**config.mk**
```make
export PLATFORM = sky130hd
export DESIGN_NAME = krt_cell
export DESIGN_NICKNAME = d
export VERILOG_FILES = /design/src/krt_pkg.sv /design/src/krt_cell.sv
export SDC_FILE = /design/constraint.sdc
export NUM_CORES = 1
export LEC_CHECK = 0
export BUFFER_PORTS_ARGS = -buffer_cell sky130_fd_sc_hd__buf_4
export CAP_MARGIN = 20
export CORE_ASPECT_RATIO = 1.75
export CORE_MARGIN = 2
export CORE_UTILIZATION = 36
export DETAILED_ROUTE_END_ITERATION = 6
export GPL_ROUTABILITY_DRIVEN = 1
export GPL_TIMING_DRIVEN = 0
export PLACE_DENSITY = 0.85
export SLEW_MARGIN = 0
export SYNTH_ARGS = -nofsm -noshare
export SYNTH_HDL_FRONTEND = slang
export SYNTH_SLANG_ARGS = --single-unit
```
**constraint.sdc**
```tcl
create_clock -name clk -period 3.6 [get_ports clk]
set_clock_uncertainty 0.15 [all_clocks]
set_input_delay 0.72 -clock clk [delete_from_list [all_inputs] [get_ports clk]]
set_output_delay 0.72 -clock clk [all_outputs]
set_load 0.005 [all_outputs]
```
**src/krt_pkg.sv**
```systemverilog
`timescale 1ns / 1ps
`default_nettype none

package krt_pkg;

	localparam int ENTRIES_DEF = 128;

	typedef enum logic [1:0] {
		CMD_INSERT = 2'd0,
		CMD_LOOKUP = 2'd1,
		CMD_UPDATE = 2'd2,
		CMD_DELETE = 2'd3
	} cmd_t;

	typedef enum logic [1:0] {
		ST_OK        = 2'd0,
		ST_NOT_FOUND = 2'd1,
		ST_DUPLICATE = 2'd2,
		ST_FULL      = 2'd3
	} status_t;

	typedef struct packed {
		logic [31:0] key;
		logic [31:0] age;
		logic [31:0] marks;
	} rec_t;

	typedef struct packed {
		logic rotate;
		logic shift;
	} cell_ctl_t;

endpackage

`default_nettype wire

```
**src/krt_cell.sv**
```systemverilog
`timescale 1ns / 1ps
`default_nettype none

// One slot of the table. It takes the record of its right-hand neighbour when the
// ring rotates, or when a delete closes the gap at or below this slot.
module krt_cell #(
	parameter int IW  = 7,
	parameter int IDX = 0
) (
	input  wire logic               clk,
	input  wire krt_pkg::cell_ctl_t ctl,
	input  wire logic [IW-1:0]      hit,
	input  wire krt_pkg::rec_t      next_rec,
	output krt_pkg::rec_t           rec
);

	krt_pkg::rec_t rec_q;
	logic          take;

	assign take = ctl.rotate || (ctl.shift && (IW'(IDX) >= hit));
	assign rec  = rec_q;

	always_ff @(posedge clk) begin
		if (take) begin
			rec_q <= next_rec;
		end
	end

endmodule

`default_nettype wire

```
==> run metrics <==
Peak VDD IR=0.0003401 V; unrepaired setup endpoints after global routing=no; share of the synthesized area in the top cell type=99.01%; Inserted Diodes=0; CP Cell Sequence=buf_4 > nor4_1 > a21o_4 > buf_16; combinational group share of total power=between 10% and 20%; CP startpoint=hit[5]; Via Count=1803; sequential share of the synthesized area=between 90 and 100%; Clock transition at path regs=0.06 ns; Synth area leaders=edfxtp_1 99%, nor4b_2 0.52%, a21o_1 0.26%; Syn Inst Count=99; Non-Filler Instances=407; vias in the first global route=1884; Residual DRC=0; cts bufs inserted=9; HPWL Detailed=slightly above 5000 µm; Final Setup Violations=0; CTS max path bufs=2; layout cells sized above 1=about 68%; drt wl/cell=16.22 µm; FMAX=between 400 and 500 MHz; Final GP Congestion=around 0.75; status=complete, no violations; H-tree levels=3; min cycle time layout=2.197 ns; WP data required=3.46 ns; biggest cell delay along the critical path=0.55 ns; total net switching power=0.4667 mW; Core Footprint=roughly 0.008 mm²; Yosys warning total=0; CP startpoint kind=input port; slowest cell on the critical path=a21o_4; Die H=123.0 µm; Syn Nets=just over 200; Post-CTS Resized=0; Worst Hold Path Cells=1; WS Path Type=in -> reg; HP Start=next_rec[76]; port bufs=201; Placed Cells incl. Taps=391; Power Dens Cells=504.9 mW/mm²; Final Hold Violating Endpoints=0; Pins Over Slew Limit=0; Endpoint, Worst Hold=rec[76]; final wirelength=6602 µm; Clock Sinks=96; synthesized cell area=approximately 0.0029 mm²; Die ar.=~0.0089 mm²; post-CTS setup buffers=0; placed cell areas=~0.0046 mm²; Seq pwr share=a little under three fifths; Synth area leader=edfxtp_1; Worst slew margin=61.53%; Finished Core Util=61.03%; Unique masters post-synth=4; CP endpoint kind=register; setup tns final=0 ns; Via density=approximately 4.4; drt pass-1 iters=4; Mean Syn Cell Area=29.41 µm²; antenna viol nets, final=0; Max-Cap Viols=0; FILL cells=approximately 570; P&R area growth vs syn=65.79%; Iteration-0 DRC Markers=117; Synth Register Bits=96; std cell rows=43; io pins=202; cell internal pwr=1.971 mW; switch share=19.15%; CTS Hold Buffers Added=0; worst slew pin tran=0.5771 ns; clock share of power=33.8%; number of flip-flops in the largest register=between 90 and 100; min-delay worst type=in -> reg; global-route wire length before repair=8976 µm; largest net degree at the start of global routing=53; initial antenna violation count=0; GRT Resource Usage Total=14.32%; Pleak=around 2.0 nW; worst path arrival time=slightly above 2 ns; Die Span X=71.98 µm; Nets=approximately 420; crit path max fanout=52; initial core utilization=36.81%; grt ovf=0; CTS tree=built; final period utilization=between 60% and 70%; post-route cell area=0.004827 mm²; Root Driver=clkbuf_16
==> power by group through the flow <==
stage               registers (mW)  logic (mW)  clock network (mW)
floorplan                     1.39      0.0162                   0
global placement              1.38       0.250                   0
detailed placement            1.38       0.262                   0
CTS                           1.36       0.262               0.849
global route                  1.36       0.274               0.881
finish                        1.36       0.257               0.825
==> worst max path at each step <==
stage                   end  depth (start not counted)
detailed placement  rec[18]                          4
global placement    rec[10]                          3
floorplan            rec[0]                          2
global route        rec[83]                          4
finish              rec[59]                          4
CTS                 rec[59]                          4
==> cell families (layout without fill, tap and decap cells) <==
group / Yosys count / in the layout / share of synthesized area (%)
flip-flops: 96 / 96 / 99.01
AND/OR/NAND/NOR: 2 / 2 / 0.7305
AO/OA/AOI/OAI: 1 / 1 / 0.2579
buffers and inverters: 0 / 218 / 0
==> worst max-delay path, delay by kind of cell <==
family                 cells  cell delay (ns)
AOI/OAI and AO/OA          1             0.55
buffers and inverters      2             0.42
and+or+nand+nor            1             0.34
==> per-stage QoR <==
| stage | power, mW | worst slack, ns | hold slack (ns) |
|---|---|---|---|
| global placement | 1.629 | -0.6186 | 0.7478 |
| finish | 2.437 | 1.403 | 0.4126 |
| floorplan | 1.410 | 0.001443 | 0.6689 |
| CTS | 2.469 | 1.392 | 0.3961 |
| detailed placement | 1.643 | 1.032 | 0.7493 |
| global route | 2.519 | 1.265 | 0.3987 |
==> area by class of cell <==
class | count | area, µm² | area share (%)
Sequential cell | 96 | 2883 | 59.72
Timing Repair Buffer | 202 | 1536 | 31.83
Clock buffer | 13 | 240.2 | 4.977
Tap cell | 90 | 112.6 | 2.333
Multi-Input combinational cell | 3 | 36.28 | 0.7517
Clock inverter | 3 | 18.77 | 0.3888
==> cells in the final DEF (no fill, tap or decap), drive strengths merged <==
master,Yosys,routed
buf,0,202
edfxtp,96,96
clkbuf,0,13
clkinvlp,0,2
nor4b,1,1
nor4,1,1
a21o,1,1
clkinv,0,1
==> metal layers <==
| layer | share of wire, % | routed length [µm] | vias up | GRT usage [%] |
|---|---|---|---|---|
| met5 | 0 | 0 | - | 0 |
| met4 | 2.8 | 188 | 0 | 8.962 |
| met3 | 8.1 | 532 | 13 | 5.053 |
| met2 | 60 | 3984 | 106 | 27.03 |
| met1 | 29 | 1897 | 855 | 12.25 |
| li1 | - | - | 829 | - |
==> cells in the mapped netlist <==
cell,n
edfxtp_1,96
a21o_1,1
nor4_1,1
nor4b_2,1
Note: power is estimated with default switching activity, not from simulation.
